File: config.mk
export PLATFORM = sky130hd
export DESIGN_NAME = lfsr_ranged_random_top
export DESIGN_NICKNAME = d
export VERILOG_FILES = /design/src/hdl/lrr_pkg.sv /design/src/hdl/lrr_datapath.sv /design/src/hdl/lrr_ctrl.sv /design/src/hdl/lfsr_ranged_random_top.sv
export VERILOG_INCLUDE_DIRS = /design/src /design/src/hdl
export SDC_FILE = /design/constraint.sdc
export NUM_CORES = 2
export LEC_CHECK = 0
export ABC_AREA = 0
export BUFFER_PORTS_ARGS = -buffer_cell sky130_fd_sc_hd__buf_2
export CAP_MARGIN = 20
export CORE_MARGIN = 2
export CORE_UTILIZATION = 40
export DETAILED_ROUTE_END_ITERATION = 16
export HOLD_SLACK_MARGIN = 0.08
export MAX_ROUTING_LAYER = met4
export PLACE_DENSITY_LB_ADDON = 0.12
export SLEW_MARGIN = 25
export SYNTH_ARGS = -nofsm -noshare
export SYNTH_HDL_FRONTEND = slang
export SYNTH_SLANG_ARGS = --single-unit
File: constraint.sdc
create_clock -name i_clk -period 19.8 [get_ports i_clk]
set_input_delay 1.98 -clock i_clk [delete_from_list [all_inputs] [get_ports i_clk]]
set_output_delay 1.98 -clock i_clk [all_outputs]
set_load 0.1 [all_outputs]
File: src/hdl/lfsr_ranged_random_top_macros.svh
// Assertion macros shared by the generator modules.
// Needs nothing else; define ASSERT_OFF to compile them away.
`ifndef LFSR_RANGED_RANDOM_TOP_MACROS_SVH
`define LFSR_RANGED_RANDOM_TOP_MACROS_SVH

`ifndef ASSERT_OFF
`define LRR_ASSERT_IMP(lbl, clk, rst_n, ante, cons) \
    lbl: assert property (@(posedge clk) disable iff (!(rst_n)) (ante) |-> (cons)) \
        else $error("assertion failed");
`define LRR_ASSERT_NEXT(lbl, clk, rst_n, ante, cons) \
    lbl: assert property (@(posedge clk) disable iff (!(rst_n)) (ante) |=> (cons)) \
        else $error("assertion failed");
`else
`define LRR_ASSERT_IMP(lbl, clk, rst_n, ante, cons)
`define LRR_ASSERT_NEXT(lbl, clk, rst_n, ante, cons)
`endif

`endif

File: src/hdl/lrr_pkg.sv
// Types and constants shared by the ranged random generator modules.
// Depends on nothing.
package lrr_pkg;

    localparam int DATA_W   = 64;
    localparam int LFSR_W   = 128;
    localparam int MAX_BITS = 64;
    localparam int OP_W     = 2;
    localparam int COUNT_W  = 8;

    typedef enum logic [OP_W-1:0] {
        CMD_RESEED = 2'd0,
        CMD_BITS   = 2'd1,
        CMD_RANGE  = 2'd2
    } t_cmd;

    typedef struct packed {
        logic capture;
        logic seed_load;
        logic warm_step;
        logic len_init;
        logic len_step;
        logic draw_init;
        logic draw_step;
        logic draw_end;
        logic mod_step;
        logic add_step;
        logic res_zero;
        logic res_err;
    } t_dp_cmd;

    typedef struct packed {
        t_cmd op;
        logic bits_ok;
        logic range_ok;
        logic cnt_zero;
        logic diff_zero;
    } t_dp_stat;

endpackage

File: src/hdl/lrr_datapath.sv
// Datapath of the ranged random generator: the 128-bit shift register,
// step counter, bit length scan, range reduction and result registers.
// Depends on lrr_pkg and the assertion macro header.
`include "lfsr_ranged_random_top_macros.svh"

module lrr_datapath #(
    parameter int WARMUP_STEPS = 128
) (
    input  logic                          i_clk,
    input  logic                          i_rst_n,
    input  lrr_pkg::t_dp_cmd              i_cmd,
    output lrr_pkg::t_dp_stat             o_stat,
    input  logic [lrr_pkg::OP_W-1:0]      i_op,
    input  logic [lrr_pkg::DATA_W-1:0]    i_seed_low,
    input  logic [lrr_pkg::DATA_W-1:0]    i_seed_high,
    input  logic [lrr_pkg::COUNT_W-1:0]   i_bit_count,
    input  logic                          i_force_top_bit,
    input  logic [lrr_pkg::DATA_W-1:0]    i_range_low,
    input  logic [lrr_pkg::DATA_W-1:0]    i_range_high,
    output logic [lrr_pkg::DATA_W-1:0]    o_value,
    output logic                          o_status
);

    localparam int CNT_W = $clog2(WARMUP_STEPS + lrr_pkg::MAX_BITS + 1);

    function automatic logic [lrr_pkg::LFSR_W-1:0] lfsr_next(
        input logic [lrr_pkg::LFSR_W-1:0] s
    );
        logic fb;
        fb = s[0] ^ s[1] ^ s[2] ^ s[7];
        return {fb, s[lrr_pkg::LFSR_W-1:1]};
    endfunction

    logic [lrr_pkg::OP_W-1:0]    r_op;
    logic [lrr_pkg::DATA_W-1:0]  r_seed_low, r_seed_high;
    logic [lrr_pkg::COUNT_W-1:0] r_bit_count;
    logic                        r_force;
    logic [lrr_pkg::DATA_W-1:0]  r_lo, r_hi;

    logic [lrr_pkg::LFSR_W-1:0]  r_lfsr, n_lfsr;
    logic [CNT_W-1:0]            r_cnt, n_cnt;
    logic [lrr_pkg::DATA_W-1:0]  r_acc, n_acc;
    logic [lrr_pkg::DATA_W-1:0]  r_diff, n_diff;
    logic [lrr_pkg::DATA_W-1:0]  r_span, n_span;
    logic [lrr_pkg::DATA_W-1:0]  r_value, n_value;
    logic                        r_status, n_status;

    logic [lrr_pkg::LFSR_W-1:0]  stepped;
    logic [lrr_pkg::DATA_W-1:0]  draw_final;

    assign stepped    = lfsr_next(r_lfsr);
    assign draw_final = r_acc | {{(lrr_pkg::DATA_W-1){1'b0}}, r_lfsr[0]};

    always_ff @(posedge i_clk) begin
        if (i_cmd.capture) begin
            r_op        <= i_op;
            r_seed_low  <= i_seed_low;
            r_seed_high <= i_seed_high;
            r_bit_count <= i_bit_count;
            r_force     <= i_force_top_bit;
            r_lo        <= i_range_low;
            r_hi        <= i_range_high;
        end
    end

    always_comb begin
        n_lfsr = r_lfsr;
        n_cnt  = r_cnt;
        n_acc  = r_acc;
        n_diff = r_diff;
        n_span = r_span;
        if (i_cmd.seed_load) begin
            n_lfsr = {r_seed_high, r_seed_low};
            n_cnt  = CNT_W'(WARMUP_STEPS);
        end
        if (i_cmd.warm_step) begin
            n_lfsr = stepped;
            n_cnt  = r_cnt - CNT_W'(1);
        end
        if (i_cmd.len_init) begin
            n_diff = r_hi - r_lo;
            n_span = r_hi - r_lo + lrr_pkg::DATA_W'(1);
            n_cnt  = '0;
        end
        if (i_cmd.len_step) begin
            n_diff = r_diff >> 1;
            n_cnt  = r_cnt + CNT_W'(1);
        end
        if (i_cmd.draw_init) begin
            n_acc = '0;
            if (lrr_pkg::t_cmd'(r_op) == lrr_pkg::CMD_RANGE) begin
                n_cnt = (r_cnt == '0) ? '0 : r_cnt - CNT_W'(1);
            end else begin
                n_cnt = CNT_W'(r_bit_count - lrr_pkg::COUNT_W'(1));
            end
        end
        if (i_cmd.draw_step) begin
            n_lfsr = stepped;
            n_acc  = (r_acc | {{(lrr_pkg::DATA_W-1){1'b0}}, stepped[0]}) << 1;
            n_cnt  = r_cnt - CNT_W'(1);
        end
        if (i_cmd.draw_end) begin
            n_acc = draw_final;
        end
        if (i_cmd.mod_step) begin
            if (r_span != '0 && r_acc >= r_span) begin
                n_acc = r_acc - r_span;
            end
        end
    end

    always_comb begin
        n_value  = r_value;
        n_status = r_status;
        if (i_cmd.res_zero) begin
            n_value  = '0;
            n_status = i_cmd.res_err;
        end
        if (i_cmd.draw_end && lrr_pkg::t_cmd'(r_op) == lrr_pkg::CMD_BITS) begin
            n_value = draw_final | {r_force, {(lrr_pkg::DATA_W-1){1'b0}}};
        end
        if (i_cmd.add_step) begin
            n_value = (r_span == '0) ? r_acc : r_lo + r_acc;
        end
    end

    always_ff @(posedge i_clk) begin
        if (!i_rst_n) begin
            r_lfsr   <= '0;
            r_value  <= '0;
            r_status <= 1'b0;
        end else begin
            r_lfsr   <= n_lfsr;
            r_value  <= n_value;
            r_status <= n_status;
        end
    end

    always_ff @(posedge i_clk) begin
        r_cnt  <= n_cnt;
        r_acc  <= n_acc;
        r_diff <= n_diff;
        r_span <= n_span;
    end

    assign o_stat.op        = lrr_pkg::t_cmd'(r_op);
    assign o_stat.bits_ok   = (r_bit_count != '0) &&
                              (r_bit_count <= lrr_pkg::COUNT_W'(lrr_pkg::MAX_BITS));
    assign o_stat.range_ok  = (r_lo <= r_hi);
    assign o_stat.cnt_zero  = (r_cnt == '0);
    assign o_stat.diff_zero = (r_diff == '0);

    assign o_value  = r_value;
    assign o_status = r_status;

    `LRR_ASSERT_IMP(a_err_value_zero, i_clk, i_rst_n, r_status, r_value == '0)
    `LRR_ASSERT_NEXT(a_err_keeps_state, i_clk, i_rst_n, i_cmd.res_zero && i_cmd.res_err, $stable(r_lfsr))
    `LRR_ASSERT_NEXT(a_len_shift, i_clk, i_rst_n, i_cmd.len_step, r_diff == ($past(r_diff) >> 1))

endmodule

File: src/hdl/lrr_ctrl.sv
// Controller of the ranged random generator: sequences reseed, bit draw
// and ranged draw requests over the datapath. Depends on lrr_pkg and the
// assertion macro header.
`include "lfsr_ranged_random_top_macros.svh"

module lrr_ctrl (
    input  logic              i_clk,
    input  logic              i_rst_n,
    input  logic              i_start,
    output logic              o_busy,
    output logic              o_strobe,
    input  lrr_pkg::t_dp_stat i_stat,
    output lrr_pkg::t_dp_cmd  o_cmd
);

    typedef enum logic [7:0] {
        S_IDLE  = 8'b0000_0001,
        S_CHECK = 8'b0000_0010,
        S_WARM  = 8'b0000_0100,
        S_LEN   = 8'b0000_1000,
        S_DRAW  = 8'b0001_0000,
        S_MOD   = 8'b0010_0000,
        S_ADD   = 8'b0100_0000,
        S_DONE  = 8'b1000_0000
    } t_state;

    t_state r_state, n_state;

    always_comb begin
        n_state = r_state;
        o_cmd   = '0;
        unique case (r_state)
            S_IDLE: begin
                if (i_start) begin
                    o_cmd.capture = 1'b1;
                    n_state       = S_CHECK;
                end
            end
            S_CHECK: begin
                o_cmd.res_zero = 1'b1;
                unique case (i_stat.op)
                    lrr_pkg::CMD_RESEED: begin
                        o_cmd.seed_load = 1'b1;
                        n_state         = S_WARM;
                    end
                    lrr_pkg::CMD_BITS: begin
                        if (i_stat.bits_ok) begin
                            o_cmd.draw_init = 1'b1;
                            n_state         = S_DRAW;
                        end else begin
                            o_cmd.res_err = 1'b1;
                            n_state       = S_DONE;
                        end
                    end
                    lrr_pkg::CMD_RANGE: begin
                        if (i_stat.range_ok) begin
                            o_cmd.len_init = 1'b1;
                            n_state        = S_LEN;
                        end else begin
                            o_cmd.res_err = 1'b1;
                            n_state       = S_DONE;
                        end
                    end
                    default: begin
                        o_cmd.res_err = 1'b1;
                        n_state       = S_DONE;
                    end
                endcase
            end
            S_WARM: begin
                if (i_stat.cnt_zero) begin
                    n_state = S_DONE;
                end else begin
                    o_cmd.warm_step = 1'b1;
                end
            end
            S_LEN: begin
                if (i_stat.diff_zero) begin
                    o_cmd.draw_init = 1'b1;
                    n_state         = S_DRAW;
                end else begin
                    o_cmd.len_step = 1'b1;
                end
            end
            S_DRAW: begin
                if (i_stat.cnt_zero) begin
                    o_cmd.draw_end = 1'b1;
                    n_state = (i_stat.op == lrr_pkg::CMD_RANGE) ? S_MOD : S_DONE;
                end else begin
                    o_cmd.draw_step = 1'b1;
                end
            end
            S_MOD: begin
                o_cmd.mod_step = 1'b1;
                n_state        = S_ADD;
            end
            S_ADD: begin
                o_cmd.add_step = 1'b1;
                n_state        = S_DONE;
            end
            S_DONE: begin
                n_state = S_IDLE;
            end
            default: begin
                n_state = S_IDLE;
            end
        endcase
    end

    always_ff @(posedge i_clk) begin
        if (!i_rst_n) begin
            r_state <= S_IDLE;
        end else begin
            r_state <= n_state;
        end
    end

    assign o_busy   = (r_state != S_IDLE);
    assign o_strobe = (r_state == S_DONE);

    `LRR_ASSERT_NEXT(a_start_to_check, i_clk, i_rst_n, i_start && !o_busy, r_state == S_CHECK)
    `LRR_ASSERT_NEXT(a_strobe_single, i_clk, i_rst_n, o_strobe, !o_strobe && !o_busy)
    `LRR_ASSERT_NEXT(a_draw_holds, i_clk, i_rst_n, r_state == S_DRAW && !i_stat.cnt_zero, r_state == S_DRAW)

endmodule

File: src/hdl/lfsr_ranged_random_top.sv
// Top level of the 128-bit shift register random generator with ranged draw.
// Depends on lrr_pkg, lrr_ctrl and lrr_datapath.
//
// Channel   Direction  Handshake              Payload
// request   in         start high, busy low   i_cmd, i_seed_*, i_bit_count,
//                                             i_force_top_bit, i_range_*
// result    out        o_strobe, one cycle    o_value, o_status
//
// Request times grow with WARMUP_STEPS, the bit count and the bit length of high
// minus low, since the shift register advances a single step at a time and the
// length scan is bit-serial. Reset is synchronous and clears the generator state to zero.
// The result cannot be held off, and busy stays high until its strobe cycle ends.
module lfsr_ranged_random_top #(
    parameter int WARMUP_STEPS = 128
) (
    input  logic                          i_clk,
    input  logic                          i_rst_n,
    input  logic                          start,
    output logic                          busy,
    input  logic [lrr_pkg::OP_W-1:0]      i_cmd,
    input  logic [lrr_pkg::DATA_W-1:0]    i_seed_low,
    input  logic [lrr_pkg::DATA_W-1:0]    i_seed_high,
    input  logic [lrr_pkg::COUNT_W-1:0]   i_bit_count,
    input  logic                          i_force_top_bit,
    input  logic [lrr_pkg::DATA_W-1:0]    i_range_low,
    input  logic [lrr_pkg::DATA_W-1:0]    i_range_high,
    output logic                          o_strobe,
    output logic [lrr_pkg::DATA_W-1:0]    o_value,
    output logic                          o_status
);

    lrr_pkg::t_dp_cmd  dp_cmd;
    lrr_pkg::t_dp_stat dp_stat;

    lrr_ctrl u_ctrl (
        .i_clk    (i_clk),
        .i_rst_n  (i_rst_n),
        .i_start  (start),
        .o_busy   (busy),
        .o_strobe (o_strobe),
        .i_stat   (dp_stat),
        .o_cmd    (dp_cmd)
    );

    lrr_datapath #(
        .WARMUP_STEPS (WARMUP_STEPS)
    ) u_datapath (
        .i_clk           (i_clk),
        .i_rst_n         (i_rst_n),
        .i_cmd           (dp_cmd),
        .o_stat          (dp_stat),
        .i_op            (i_cmd),
        .i_seed_low      (i_seed_low),
        .i_seed_high     (i_seed_high),
        .i_bit_count     (i_bit_count),
        .i_force_top_bit (i_force_top_bit),
        .i_range_low     (i_range_low),
        .i_range_high    (i_range_high),
        .o_value         (o_value),
        .o_status        (o_status)
    );

endmodule

==> impl_metrics.env <==
export IMPL_outcome="finished, final reports clean"
export IMPL_worst_endpoint_arrival_ns=6.08
export IMPL_drt_antenna_violating_nets=0
export IMPL_antenna_found_initial=17
export IMPL_clk_latency_ns=0.66
export IMPL_finalHoldViolCount=0
export IMPL_max_clock_path_buffers=3
export IMPL_pwr_cell_area_nw_per_um2=85.5
export IMPL_synth_ff_type="sky130_fd_sc_hd__edfxtp_1"
export IMPL_synth_seq_cells=668
export IMPL_place_gp_congestion=0.964
export IMPL_worst_path_max_fanout=72
export IMPL_synth_largest_area_cell="sky130_fd_sc_hd__edfxtp_1"
export IMPL_vdd_ir_drop_max_uv=71.9
export IMPL_grt_first_pass_wirelength_um=177000
export IMPL_postSynthNetCount=4319
export IMPL_placement_io_buffers=336
export IMPL_number_of_clock_sinks_seen_by_cts=668
export IMPL_async_reset_ff_frac=0
export IMPL_cts_post_setup_buffers_inserted=0
export IMPL_final_period_utilization=0.277
export IMPL_floorplan_io_pins=337
export IMPL_route_final_wire_length_um=116000
export IMPL_place_hpwl_um=87700
export IMPL_drt_iter0_markers=2454
export IMPL_clock_skew_final_ns=0.0163
export IMPL_synthesis_area_per_instance_um2=9.84
export IMPL_final_max_slew_viol_count=0
export IMPL_fp_row_count=112
export IMPL_nFillCells=8999
export IMPL_register_area_um2=17400
export IMPL_cts_htree_levels=3
export IMPL_via_per_inst=5.66
export IMPL_synthDistinctLibCells=101
export IMPL_post_cts_resize_count=0
export IMPL_die_w_um=312
export IMPL_post_synth_main_area_contributors="sky130_fd_sc_hd__edfxtp_1 32%, sky130_fd_sc_hd__dfxtp_1 14%, sky130_fd_sc_hd__ha_1 6.4%, sky130_fd_sc_hd__nor2_1 4.0%, sky130_fd_sc_hd__a21oi_1 3.7%"
export IMPL_multi_input_area_um2=19000
export IMPL_cap_violations=0
export IMPL_post_route_cells_drive_above_1_share=0.142
export IMPL_die_area_um2=97200
export IMPL_num_vias=30700
export IMPL_tritoncts="done"
export IMPL_min_path_type="flip-flop to flip-flop"
export IMPL_setup_tns_ns=0
export IMPL_synthesis_instances=3851
export IMPL_grt_pass1_vias=29600
export IMPL_cts_inserted_buffers=78
export IMPL_hold_slack_ns=0.453
export IMPL_core_region_area_um2=93600
export IMPL_postLayoutCellArea_um2=43500
export IMPL_drc=0
export IMPL_grt_overflow_total=0
export IMPL_floorplan_initialDensity=0.405
export IMPL_fmax_mhz=182
export IMPL_path_clk_slew_ns=0.06
export IMPL_ctsHoldBuffers=0
export IMPL_flow_area_growth_from_synthesis_pct=14.7
export IMPL_drtPass1Iterations=7
export IMPL_synth_top_cells_by_count="402 x sky130_fd_sc_hd__edfxtp_1, 402 x sky130_fd_sc_hd__nor2_1, 278 x sky130_fd_sc_hd__a21oi_1"
export IMPL_worst_pin_slew_ns=0.995
export IMPL_rsz0062_at_grt="false"
export IMPL_timing_critical_path_required_ns=20.39
export IMPL_worstSetupEndpointType="flip-flop"
export IMPL_global_route_usage_total=0.240
export IMPL_synth_top_cell_area_share=0.319
export IMPL_avgRoutedWirePerCell_um=21.4
export IMPL_post_dp_cell_area_um2=40700
export IMPL_cell_area_synth_um2=37900
export IMPL_leakagePower_nw=18.5
export IMPL_synth_seq_area_share=0.459
export IMPL_worstSetupPathType="flip-flop to flip-flop"
export IMPL_setup_violations=0
export IMPL_grt_start_max_net_pins=121
export IMPL_timing_slew_headroom=0.329
export IMPL_ys_warnings=0
export IMPL_synth_edff_count=402
export IMPL_cts_root_buf="sky130_fd_sc_hd__clkbuf_16"
export IMPL_design_power_total_mw=3.72
export IMPL_dieHeight_um=312
export IMPL_critPathLaunchType="flip-flop"
export IMPL_final_nets=4555
export IMPL_finalCriticalPeriod_ns=5.49
-- cells in the final DEF (no fill, tap or decap), types with 22 or more instances in the layout --
master,n
sky130_fd_sc_hd__ha_1,195
sky130_fd_sc_hd__clkbuf_16,82
sky130_fd_sc_hd__edfxtp_1,402
sky130_fd_sc_hd__xnor2_1,157
sky130_fd_sc_hd__inv_1,196
sky130_fd_sc_hd__nor2b_1,24
sky130_fd_sc_hd__mux2i_1,137
sky130_fd_sc_hd__nor3_1,56
sky130_fd_sc_hd__xor2_1,85
sky130_fd_sc_hd__buf_4,31
sky130_fd_sc_hd__nand2_1,221
sky130_fd_sc_hd__o21a_1,29
sky130_fd_sc_hd__mux2_2,38
sky130_fd_sc_hd__a21oi_1,278
sky130_fd_sc_hd__o21ai_0,161
sky130_fd_sc_hd__a222oi_1,53
sky130_fd_sc_hd__nand4_1,68
sky130_fd_sc_hd__a31oi_1,28
sky130_fd_sc_hd__a21o_1,104
sky130_fd_sc_hd__o21bai_1,31
sky130_fd_sc_hd__nor4_1,60
sky130_fd_sc_hd__buf_2,336
sky130_fd_sc_hd__a22oi_1,64
sky130_fd_sc_hd__nor2_1,398
sky130_fd_sc_hd__clkbuf_1,22
sky130_fd_sc_hd__a211oi_1,151
sky130_fd_sc_hd__nand2b_1,24
sky130_fd_sc_hd__dfxtp_1,266
sky130_fd_sc_hd__nand3_1,84
-- per-stage QoR --
step,util,cells,setup WS [ns]
6_report,0.465,5424,14.31
5_1_grt,0.465,5423,13.91
4_1_cts,0.464,5407,14.43
3_5_place_dp,0.434,5261,14.45
3_3_place_gp,0.434,5261,14.66
2_1_floorplan,-,3851,5.90
-- layer usage --
| layer | track usage | vias to the layer above | share of wire |
|---|---|---|---|
| met3 | 0.0419 | 171 | 0.059 |
| met1 | 0.321 | 14700 | 0.46 |
| met5 | - | - | 0 |
| li1 | - | 14900 | - |
| met4 | 0.0656 | 0 | 0.027 |
| met2 | 0.376 | 892 | 0.45 |
-- area by class of cell --
cell class | count | share of cell area
multi-input combinational | 2772 | 0.438
sequential | 668 | 0.400
clock buffer | 113 | 0.0519
timing repair buffer | 368 | 0.0445
tap | 1254 | 0.0361
inverter | 199 | 0.0173
clock inverter | 33 | 0.0116
antenna | 17 | 0.000978
-- state kept, by name, indices dropped and copies added, names as in the netlist, 8 cells and up --
signal / flops
u_datapath.r_lo: 64
u_datapath.r_span: 64
u_datapath.r_bit_count: 8
u_datapath.r_cnt: 8
u_ctrl.r_state: 8
u_datapath.r_seed_low: 64
u_datapath.r_hi: 64
u_datapath.r_acc: 64
u_datapath.o_value: 64
u_datapath.r_diff: 64
u_datapath.r_seed_high: 64
u_datapath.r_lfsr: 128
-- worst paths after layout --
check	startpoint	end	slack, ns	depth (start not counted)
max reg2reg	u_datapath.r_span[2]	u_datapath.r_acc[3]	14.31	15
max	u_datapath.r_span[2]	u_datapath.r_acc[3]	14.31	15
min	u_datapath.o_value[6]	u_datapath.o_value[6]	0.45	2
min reg2reg	u_datapath.o_value[6]	u_datapath.o_value[6]	0.45	2
-- critical path: stages (launching register included) --
cell                       delay, ns
sky130_fd_sc_hd__edfxtp_1       0.41
sky130_fd_sc_hd__inv_1          0.07
sky130_fd_sc_hd__ha_1           0.26
sky130_fd_sc_hd__nor2b_1        0.16
sky130_fd_sc_hd__o31ai_1        0.41
sky130_fd_sc_hd__a21oi_1        0.18
sky130_fd_sc_hd__o21ai_1        0.51
sky130_fd_sc_hd__o21ai_0        0.19
sky130_fd_sc_hd__buf_4          0.19
sky130_fd_sc_hd__a211oi_1       0.38
sky130_fd_sc_hd__o21ai_0        0.36
sky130_fd_sc_hd__o31ai_1        0.57
sky130_fd_sc_hd__a221o_4        0.64
sky130_fd_sc_hd__buf_4          0.68
sky130_fd_sc_hd__nor2_1         0.12
sky130_fd_sc_hd__a21oi_1        0.14
-- where the power goes --
part           leakage, nW  internal [mW]  total (mW)  switching, mW
Sequential            5.89           1.57        1.60         0.0303
Combinational         11.3          0.208       0.581          0.373
Clock                 1.34          0.921        1.54          0.619
-- logic make-up (layout without fill, tap and decap cells) --
| kind of cell | count (synthesis) | after routing | synth area share |
|---|---|---|---|
| flip-flops | 668 | 668 | 0.459 |
| AND/OR/NAND/NOR | 1077 | 1077 | 0.138 |
| buffers and inverters | 411 | 713 | 0.0413 |
| AO/OA/AOI/OAI | 1080 | 1080 | 0.192 |
| multiplexers | 175 | 175 | 0.0475 |
| XOR/XNOR | 242 | 242 | 0.0559 |
| other | 0 | 17 | 0 |
| adder cells (fa/ha/maj) | 198 | 198 | 0.0660 |
(Power assumes the default switching activity.)
